File: src/design/ftpq_pkg.sv
// ----------------------------------------------------------------------------
// ftpq_pkg
// types, sizes and codes for the tie-break priority queue
// ----------------------------------------------------------------------------
package ftpq_pkg;

  localparam int DEPTH       = 64;
  localparam int TAG_BITS    = 16;
  localparam int PRIO_BITS   = 8;
  localparam int STAMP_BITS  = 32;
  localparam int KIND_BITS   = 2;
  localparam int STATUS_BITS = 3;
  localparam int SLOT_BITS   = $clog2(DEPTH);
  localparam int COUNT_BITS  = $clog2(DEPTH + 1);
  localparam int LEVELS      = $clog2(DEPTH);
  localparam int SRCH_BITS   = $clog2(LEVELS + 1);
  localparam int KEY_BITS    = STAMP_BITS + SLOT_BITS;
  localparam int ORDER_BITS  = PRIO_BITS + STAMP_BITS + SLOT_BITS;
  localparam int NODES       = 2 * DEPTH - 1;

  typedef enum logic [KIND_BITS-1:0] {
    KIND_INSERT  = 2'd0,
    KIND_REMOVE  = 2'd1,
    KIND_UPGRADE = 2'd2,
    KIND_CLEAR   = 2'd3
  } kind_t;

  typedef enum logic [STATUS_BITS-1:0] {
    ST_OK     = 3'd0,
    ST_EMPTY  = 3'd1,
    ST_NOTAG  = 3'd2,
    ST_URGENT = 3'd3,
    ST_FULL   = 3'd4
  } status_t;

  typedef enum logic [2:0] {
    S_IDLE,
    S_SEARCH,
    S_DECIDE,
    S_FLAG,
    S_APPLY,
    S_RESULT
  } state_t;

  typedef enum logic [2:0] {
    CELL_HOLD,
    CELL_FLAG,
    CELL_APPLY,
    CELL_REMOVE,
    CELL_CLEAR
  } cell_op_t;

  typedef struct packed {
    logic                  valid;
    logic [TAG_BITS-1:0]   tag;
    logic [PRIO_BITS-1:0]  prio;
    logic [STAMP_BITS-1:0] stamp;
    logic [SLOT_BITS-1:0]  slot;
  } entry_t;

  typedef struct packed {
    cell_op_t              op;
    logic                  upgrade;
    entry_t                ent;
    logic [ORDER_BITS-1:0] old_key;
  } cell_ctrl_t;

  typedef struct packed {
    logic                 valid;
    logic [KEY_BITS-1:0]  key;
    logic [PRIO_BITS-1:0] prio;
  } node_t;

  // sort key of the chain: priority, then stamp, then slot
  function automatic logic [ORDER_BITS-1:0] order_key(entry_t e);
    return {e.prio, e.stamp, e.slot};
  endfunction

endpackage

File: src/design/ftpq_cell.sv
// ----------------------------------------------------------------------------
// ftpq_cell
// one position of the sorted entry chain
// ----------------------------------------------------------------------------
module ftpq_cell (
  input  logic                clk,
  input  logic                rst,
  input  ftpq_pkg::cell_ctrl_t ctrl,
  input  ftpq_pkg::entry_t    prev_entry,
  input  ftpq_pkg::entry_t    next_entry,
  input  logic                prev_move,
  output ftpq_pkg::entry_t    entry,
  output logic                move
);
  import ftpq_pkg::*;

  logic                  hit;
  logic [ORDER_BITS-1:0] my_key;
  logic [ORDER_BITS-1:0] new_key;

  assign my_key  = order_key(entry);
  assign new_key = order_key(ctrl.ent);

  always_ff @(posedge clk) begin
    if (rst) begin
      entry.valid <= 1'b0;
      move        <= 1'b0;
      hit         <= 1'b0;
    end else begin
      case (ctrl.op)
        CELL_FLAG: begin
          if (ctrl.upgrade) begin
            move <= entry.valid && (new_key < my_key) && (my_key <= ctrl.old_key);
            hit  <= entry.valid && (entry.slot == ctrl.old_key[SLOT_BITS-1:0]);
          end else begin
            move <= !entry.valid || (new_key < my_key);
            hit  <= 1'b0;
          end
        end
        CELL_APPLY: begin
          if (move && !prev_move) begin
            entry <= ctrl.ent;
          end else if (move) begin
            entry <= prev_entry;
          end else if (hit) begin
            entry <= ctrl.ent;
          end
        end
        CELL_REMOVE: entry <= next_entry;
        CELL_CLEAR:  entry.valid <= 1'b0;
        default: ;
      endcase
    end
  end

endmodule

File: config.mk
export PLATFORM = sky130hd
export DESIGN_NAME = ftpq_cell
export DESIGN_NICKNAME = d
export VERILOG_FILES = /design/src/design/ftpq_pkg.sv /design/src/design/ftpq_cell.sv
export SDC_FILE = /design/constraint.sdc
export NUM_CORES = 1
export LEC_CHECK = 0
export ABC_AREA = 1
export BUFFER_PORTS_ARGS = -buffer_cell sky130_fd_sc_hd__buf_4
export CELL_PAD_IN_SITES_DETAIL_PLACEMENT = 0
export CELL_PAD_IN_SITES_GLOBAL_PLACEMENT = 1
export CORE_MARGIN = 3
export CORE_UTILIZATION = 30
export DETAILED_ROUTE_END_ITERATION = 16
export HOLD_SLACK_MARGIN = 0.02
export PLACE_DENSITY = 0.85
export SETUP_SLACK_MARGIN = 0.02
export SYNTH_ARGS = -nofsm -noshare
export SYNTH_HDL_FRONTEND = slang
export SYNTH_SLANG_ARGS = --single-unit
File: constraint.sdc
create_clock -name clk -period 10.4 [get_ports clk]
set_input_delay 2.08 -clock clk [delete_from_list [all_inputs] [get_ports clk]]
set_output_delay 2.08 -clock clk [all_outputs]
set_load 0.02 [all_outputs]
# After elaboration in Yosys (flattened, before gate mapping)
# Cells that the tools add are included.
[classes]
mux = 7
magnitude_cmp = 2
div_mod_pow = 0
shifts = 0
n_bitwise = 1
eq_ne = 6
n_mul = 0
n_reduce_logical = 11
addsub = 0
[op_table]
columns = ["op", "count"]
rows = [
  ["2-to-1 mux 63 bit", 3],
  ["one-hot mux 62 bit (2 select lines)", 1],
  ["less-or-equal comparator 46 bit", 1],
  ["less-than comparator 46 bit", 1],
  ["equality test 3 x 2 -> 1 bit, second input constant", 2],
  ["equality test 6 bit", 1],
  ["logical AND 1 bit", 4],
  ["!= test 4 bit, second input constant", 1],
  ["equality test 3 x 1 -> 1 bit, second input constant", 1],
  ["equality test 3 bit, second input constant", 1],
  ["one-hot mux 1 bit (3 select lines)", 1],
  ["AND reduction 3 bit", 1],
  ["nonzero test 3 bit", 1],
  ["logical NOT 1 bit", 2],
  ["2-to-1 mux 1 bit", 2],
  ["AND reduction 2 bit", 1],
  ["nonzero test 2 bit", 1],
  ["logical OR 1 bit", 1],
  ["NOT 1 bit", 1],
]
[word_totals]
latchBits = 0
mem_bits_rw = 0
mem_count = 0
romBits = 0
out_inout_bits = 64
reg_bits = 65
word_cells = 34

# Logic depth before layout (Yosys ltp)
# Gate-level depths: netlist of run 1.
[logic_depth]
depth_word = 4
ltp_mapped = 17

# Worst setup path before layout of run 1
# No wires, ideal clock.
[synth_timing]
path_type = "input to register"
startpoint = "input ctrl[111] (netlist name)"
endpoint = "register entry[0] (netlist name), enable pin"
cell_stages = 4
setup_slack_ns = 5.009
setup_time_ns = 0.482
path_buffers = 0
required_time_ns = 9.918
arrival_ns = 4.908
path_cell_list = "inv_2 > nor2_1 > o31ai_1 > nor2_1"
[synth_via]
elab_chain_len = 3
elab_cells_between_ends = 5
classes_between = "eq/ne: 3; reduce/logical: 2"
[synth_lines]
columns = ["element", "line_no", "source"]
rows = [
  ["from (decl)", "ftpq_cell.sv:8", "input ftpq_pkg::cell_ctrl_t ctrl,"],
  ["equality test 3 x 2 -> 1 bit", "ftpq_cell.sv:30", "case (ctrl.op)"],
  ["!= test 4 bit (no line) / nonzero test 2 bit (equally long branches)", "n/a", ""],
  ["AND reduction 3 bit (no line) *", "n/a", ""],
  ["to (signal assigned)", "ftpq_cell.sv:42", "entry <= ctrl.ent;"],
  ["to (signal assigned)", "ftpq_cell.sv:44", "entry <= prev_entry;"],
  ["to (signal assigned)", "ftpq_cell.sv:46", "entry <= ctrl.ent;"],
  ["to (decl)", "ftpq_cell.sv:12", "output ftpq_pkg::entry_t entry,"],
]
# Every way passes the cells marked *; elsewhere a longest branch is shown, timed or not.
# A chain may end at the register's enable or synchronous reset.

# Final worst setup path of run 1
[layout_timing]
startpoint = "input prev_move"
endpoint = "register entry[62] (netlist name)"
[layout_via]
elab_chain_len = 4
elab_cells_between_ends = 6
classes_between = "eq/ne: 1; mux: 2; reduce/logical: 3"
[layout_lines]
columns = ["element", "line_no", "source"]
rows = [
  ["from (decl)", "ftpq_cell.sv:11", "input logic prev_move,"],
  ["logical NOT 1 bit *", "ftpq_cell.sv:41", "if (move && !prev_move) begin"],
  ["logical AND 1 bit *", "ftpq_cell.sv:41", ""],
  ["2-to-1 mux 63 bit / != test 4 bit (equally long branches)", "n/a", ""],
  ["one-hot mux 1 bit (3 select lines) / AND reduction 2 bit (equally long branches)", "n/a", ""],
]
# Marks and branches as above.

==> flow_metrics.env, run 1 <==
export IMPL_grt_pass1_wl_um=32900
export IMPL_drc=0
export IMPL_synthAdderAreaFrac_pct=19.2
export IMPL_ys_warn_count=0
export IMPL_synthSimpleGateAreaFrac_pct=26.3
export IMPL_ys_seq_area_share_pct=32.4
export IMPL_dieArea_um2=21500
export IMPL_setup_viol=0
export IMPL_power_switching_mw=0.233
export IMPL_ios=306
export IMPL_clock_latency_ns=0.33
export IMPL_period_share_pct=34.9
export IMPL_post_cts_buffers=0
export IMPL_dp_hpwl_um=16700
export IMPL_routabilityCongestion=0.803
export IMPL_drive_above_1_share_pct=30.7
export IMPL_clockRootBuffer="clkbuf_16"
export IMPL_stdcell_count=1370
export IMPL_powerDensity_nw_per_um2=91.4
export IMPL_final_antenna_net_count=0
export IMPL_vias=6305
export IMPL_worst_setup_path_start_kind="input pin"
export IMPL_num_rows=50
export IMPL_critical_path_cell_chain="buf_4 > nand2_2 > buf_4 > nor2_1 > o31ai_1 > o21ai_1 > a21oi_1"
export IMPL_p_clk_share_pct=36.9
export IMPL_fin_tns_setup_ns=0
export IMPL_dpl_cell_area_um2=8470
export IMPL_cell_internal_pwr_mw=0.566
export IMPL_syn_area_um2=5940
export IMPL_arrival_ns=3.90
export IMPL_synth_top_area_share_pct=31.4
export IMPL_yosys_area_top_type="edfxtp_1"
export IMPL_wirelength_um=20800
export IMPL_synth_compound_area_share_pct=10.9
export IMPL_fmax_mhz=276
export IMPL_cts_sinks=65
export IMPL_cp_data_required_time_ns=10.67
export IMPL_clkTransAtPathRegs_ns=0.06
export IMPL_drt_iter0_markers=259
export IMPL_syn_num_nets=1150
export IMPL_max_cap_violations=0
export IMPL_nNetsFinal=1438
export IMPL_holdBufCountCts=0
export IMPL_layout_commonest_cell="buf_4"
export IMPL_ys_types=28
export IMPL_cts_tree="built"
export IMPL_hold_viol=0
export IMPL_antennaDiodeCount=0
export IMPL_syn2layout_area_growth_pct=47.3
export IMPL_crit_slowest_cell="nand2_2"
export IMPL_die_width_um=147
export IMPL_post_drt_wl_per_cell_um=15.2
export IMPL_synthCells=817
export IMPL_initial_utilization_pct=31.1
export IMPL_grt_start_max_net_pins=73
export IMPL_portBuffers=305
export IMPL_ys_seq_elements=65
export IMPL_final_cell_mix="buf_4 (310), nand2_1 (190), inv_1 (137)"
export IMPL_synth_xor_area_share_pct=0
export IMPL_slew_headroom_pct=41.9
export IMPL_via_per_inst=4.60
export IMPL_comb_power_share_pct=25.4
export IMPL_crit_type="in2reg"
export IMPL_crit_fanout=32
export IMPL_synth_area_leaders="edfxtp_1 (31%), ha_1 (19%), nand2_1 (12%)"
export IMPL_postCtsResizedCells=0
export IMPL_track_usage_pct=19.0
export IMPL_hold_class="reg2reg"
export IMPL_p_leak_nw=4.65
export IMPL_cts_buffers=9
export IMPL_end_kind="register"
export IMPL_grt_pass1_vias=6228
export IMPL_peakVddDrop_mv=0.0734
export IMPL_p_sw_share_pct=29.1
export IMPL_dpl_cell_count=1354
export IMPL_worst_pin_slew_ns=0.871
export IMPL_cts_buffer_depth=2
export IMPL_power_mw=0.799
export IMPL_grt_remaining_overflow=0
export IMPL_min_period_ns=3.63
export IMPL_synth_top_family_by_area="simple AND/OR/NAND/NOR gates"
export IMPL_dr_pass1_iters=5
export IMPL_skew_ns=0.00587
export IMPL_maxSlewViolCount=0
export IMPL_synth_mux_area_share_pct=0
export IMPL_h_tree_depth=3
export IMPL_avgSynthCellArea_um2=7.27
export IMPL_antenna_found_initial=0
export IMPL_core_area_um2=19100
export IMPL_max_stage_delay_ns=0.53
export IMPL_die_h_um=147
export IMPL_status="completed"
export IMPL_rsz0062_at_grt="false"
export IMPL_postLayoutCellArea_um2=8750
export IMPL_crit_top_cell="buf_4"
export IMPL_seqPwrFrac_pct=37.8
## critical path, delay by kind of cell
family | cells | cell delay [ns]
buffers and inverters | 2 | 0.72
AO/OA/AOI/OAI | 3 | 0.47
AND/OR/NAND/NOR | 2 | 0.62
## cells in the mapped netlist
cell type	number
nand2_2	3
a21oi_1	34
a31oi_1	62
buf_6	1
ha_1	91
edfxtp_1	62
buf_2	6
nand2_1	191
nor2_2	3
o31ai_1	2
and2_1	1
inv_1	137
nand4_1	4
nor2_1	94
o21ai_0	2
o21a_2	1
o21ai_1	2
and2_4	1
buf_1	7
nor2_4	1
o21bai_1	1
inv_2	3
clkbuf_1	19
nand3_1	80
dfxtp_1	3
o21a_1	1
a21o_1	4
nor3_1	1
## state kept, by name (all words and copies together) (netlist names)
| name | cells |
|---|---|
| move | 1 |
| entry | 63 |
| hit | 1 |
## power groups by stage
stage | clock network (mW) | registers [mW] | logic (mW)
after floorplan | 0 | 0.314 | 0.0881
after CTS | 0.303 | 0.302 | 0.206
after detailed placement | 0 | 0.308 | 0.205
after global placement | 0 | 0.307 | 0.202
final | 0.295 | 0.302 | 0.203
after global routing | 0.312 | 0.303 | 0.230
## worst paths after layout
path	start	to	slack, ns	cells after the start
min reg2reg	hit	hit	0.49	2
max	prev_move	entry[62]	6.77	7
max reg2reg	move	entry[62]	7.86	7
min	hit	hit	0.49	2
## stage by stage
step | utilization [%] | hold WS [ns] | worst slack [ns]
6_report | 45.8 | 0.489 | 6.77
5_1_grt | 45.8 | 0.524 | 6.49
4_1_cts | 45.8 | 0.491 | 6.68
3_5_place_dp | 44.4 | 0.481 | 6.32
3_3_place_gp | 44.4 | 0.476 | 6.42
2_1_floorplan | - | 0.438 | 5.01
## logic make-up after synthesis
logic type,Yosys count
buffers and inverters,173
adders and majority gates,91
and+or+nand+nor,379
DFF,65
AOI/OAI and AO/OA,109
## layout make-up
type	count	area (um^2)
Sequential cell	65	1920
Inverter	140	526
Tap cell	260	325
Fill cell	1992	10300
Clock inverter	7	55.1
Timing Repair Buffer	310	2330
Clock buffer	9	225
Multi-Input combinational cell	579	3360
## layer usage
| layer | wire, um | track usage (%) |
|---|---|---|
| met5 | 0 | 0 |
| met4 | 425 | 6.02 |
| met3 | 1550 | 4.47 |
| met2 | 9990 | 31.8 |
| met1 | 8870 | 24.3 |
Note: power is estimated with default switching activity, not from simulation.
==> run 2, diff against run 1 <==
--- a/config.mk
+++ b/config.mk
@@ -10,10 +10,10 @@
 export CELL_PAD_IN_SITES_DETAIL_PLACEMENT = 0
 export CELL_PAD_IN_SITES_GLOBAL_PLACEMENT = 1
 export CORE_MARGIN = 3
-export CORE_UTILIZATION = 30
+export CORE_UTILIZATION = 29
 export DETAILED_ROUTE_END_ITERATION = 16
 export HOLD_SLACK_MARGIN = 0.02
-export PLACE_DENSITY = 0.85
+export PLACE_DENSITY = 0.86
 export SETUP_SLACK_MARGIN = 0.02
 export SYNTH_ARGS = -nofsm -noshare
 export SYNTH_HDL_FRONTEND = slang
==> constraint.sdc (replaced) <==
create_clock -name clk -period 3.1 [get_ports clk]
set_input_delay 0.62 -clock clk [delete_from_list [all_inputs] [get_ports clk]]
set_output_delay 0.62 -clock clk [all_outputs]
set_load 0.02 [all_outputs]
==> run 2 against run 1 <==
Cell count up 0.95%. Sequential share of layout area down 0.34 points. Clock skew up 0.0037 ns. Via count up 1.3%. Global-route usage down 0.75 points. Count of clock-buffer cells in the layout unchanged. First-iteration DRC count up 7.7%.
==> flow_metrics.env, run 2 (synthesis gave the netlist of run 1 again) <==
export IMPL_worst_pin_slew_ns=0.759
export IMPL_worst_setup_path_start_kind="register"
export IMPL_drc=0
export IMPL_r2r_start="entry[45]"
export IMPL_slew_headroom_pct=49.4
export IMPL_skew_ns=0.00953
export IMPL_hold_path_depth=2
export IMPL_multiInputGateArea_um2=3360
export IMPL_reg2reg_depth=12
export IMPL_nNetsFinal=1446
export IMPL_layout_commonest_cell="buf_4"
export IMPL_final_cell_mix="buf_4 (316), nand2_1 (190), inv_1 (137)"
export IMPL_cts_sinks=65
export IMPL_fin_tns_setup_ns=0
export IMPL_crit_fanout=3
export IMPL_cts_tree="built"
export IMPL_cts_buffers=9
export IMPL_fin_hold_ws_ns=0.473
export IMPL_p_leak_nw=4.72
export IMPL_clock_latency_ns=0.34
export IMPL_clockRootBuffer="clkbuf_16"
export IMPL_dieArea_um2=22200
export IMPL_drive_above_1_share_pct=31.2
export IMPL_period_share_pct=65.2
export IMPL_crit_type="reg2reg"
export IMPL_min_period_ns=2.02
export IMPL_dr_pass1_iters=5
export IMPL_end_kind="register"
export IMPL_antennaDiodeCount=0
export IMPL_antenna_found_initial=1
export IMPL_max_cap_violations=0
export IMPL_hold_class="reg2reg"
export IMPL_vias=6388
export IMPL_ios=306
export IMPL_cp_data_required_time_ns=3.33
export IMPL_num_rows=51
export IMPL_core_area_um2=19800
export IMPL_reg_top3="entry: 63 flops, hit: 1 flops, move: 1 flops"
export IMPL_setup_viol=0
export IMPL_fmax_mhz=495
export IMPL_powerDensity_nw_per_um2=322
export IMPL_post_drt_wl_per_cell_um=15.1
export IMPL_initial_utilization_pct=30.0
export IMPL_clkTransAtPathRegs_ns=0.06
export IMPL_final_antenna_net_count=0
export IMPL_top_register="entry"
export IMPL_grt_pass1_wl_um=32000
export IMPL_postCtsResizedCells=0
export IMPL_grt_pass1_vias=6205
export IMPL_r2r_end="move"
export IMPL_dp_hpwl_um=16800
export IMPL_nFillCells=2081
export IMPL_portBuffers=305
export IMPL_drt_iter0_markers=279
export IMPL_r2r_slack_ns=1.08
export IMPL_hold_end="hit"
export IMPL_h_tree_depth=3
export IMPL_die_width_um=149
export IMPL_hold_viol=0
export IMPL_maxSlewViolCount=0
export IMPL_peakVddDrop_mv=0.289
export IMPL_rsz0062_at_grt="false"
export IMPL_cts_buffer_depth=2
export IMPL_largest_reg_flops=63
export IMPL_track_usage_pct=18.3
export IMPL_grt_start_max_net_pins=64
export IMPL_power_mw=2.86
export IMPL_wirelength_um=20900
export IMPL_via_per_inst=4.62
export IMPL_syn2layout_area_growth_pct=49.7
export IMPL_hold_start="hit"
export IMPL_grt_remaining_overflow=0
export IMPL_arrival_ns=2.25
export IMPL_post_cts_buffers=0
export IMPL_routabilityCongestion=0.832
export IMPL_die_h_um=149
export IMPL_regArea_um2=1920
export IMPL_status="completed"
export IMPL_holdBufCountCts=0
## run 2: cell types whose count changed in the layout (fill, tap and decap cells not counted), sizes merged
cell,before,now
buf,310,318
bufinv,0,2
clkinv,3,1
## run 2: power by group
| group | internal [mW] | switching [mW] |
|---|---|---|
| Clock | 0.712 | 0.446 |
| Sequential | 0.997 | 0.0155 |
| Combinational | 0.359 | 0.328 |
| Total | 2.07 | 0.789 |
## run 2: per-layer routing
| metal | part of all wire [%] | track usage [%] | up-vias |
|---|---|---|---|
| li1 | - | - | 3306 |
| met1 | 42 | 22.6 | 2826 |
| met2 | 47 | 30.7 | 225 |
| met3 | 8.1 | 5.01 | 29 |
| met4 | 2.3 | 6.22 | 2 |
| met5 | 0.081 | 0 | - |
## run 2: layout make-up
cell class                      instances  share of cell area, %
Sequential cell                        65                   21.6
Inverter                              140                   5.92
Clock buffer                            9                   2.54
Tap cell                              265                   3.73
Multi-Input combinational cell        579                   37.9
Clock inverter                          7                   1.14
Timing Repair Buffer                  318                   27.2
## run 2: worst max path at each step
| stage | depth (start not counted) | startpoint | to | slack [ns] |
|---|---|---|---|---|
| after detailed placement | 14 | ctrl[45] | move | 0.82 |
| after global routing | 12 | entry[45] | move | 0.79 |
| after global placement | 14 | ctrl[45] | move | 0.85 |
| after floorplan | 4 | ctrl[111] | entry[0] | 0.20 |
| after CTS | 12 | entry[45] | move | 1.07 |
| final | 12 | entry[45] | move | 1.08 |
## run 2: through the flow
step / instances / utilization (%) / area, um^2 / setup slack, ns
CTS: 1383 / 44.9 / 8880 / 1.07
floorplan: 817 / - / 5940 / 0.205
finish: 1383 / 44.9 / 8880 / 1.08
global route: 1383 / 44.9 / 8880 / 0.791
detailed placement: 1367 / 43.3 / 8560 / 0.825
global placement: 1367 / 43.3 / 8560 / 0.851
## run 2: worst max-delay path, cell delays in order, from the launching register on
cell and delay, ns:
edfxtp_1 0.46, ha_1 0.35, nand2_1 0.06, nor2_1 0.26, nand4_1 0.23, nor2_1 0.13
nand2_1 0.07, nand3_1 0.08, nand2_1 0.05, nand3_1 0.08, nand3_1 0.07, nand2_1 0.06
inv_1 0.03
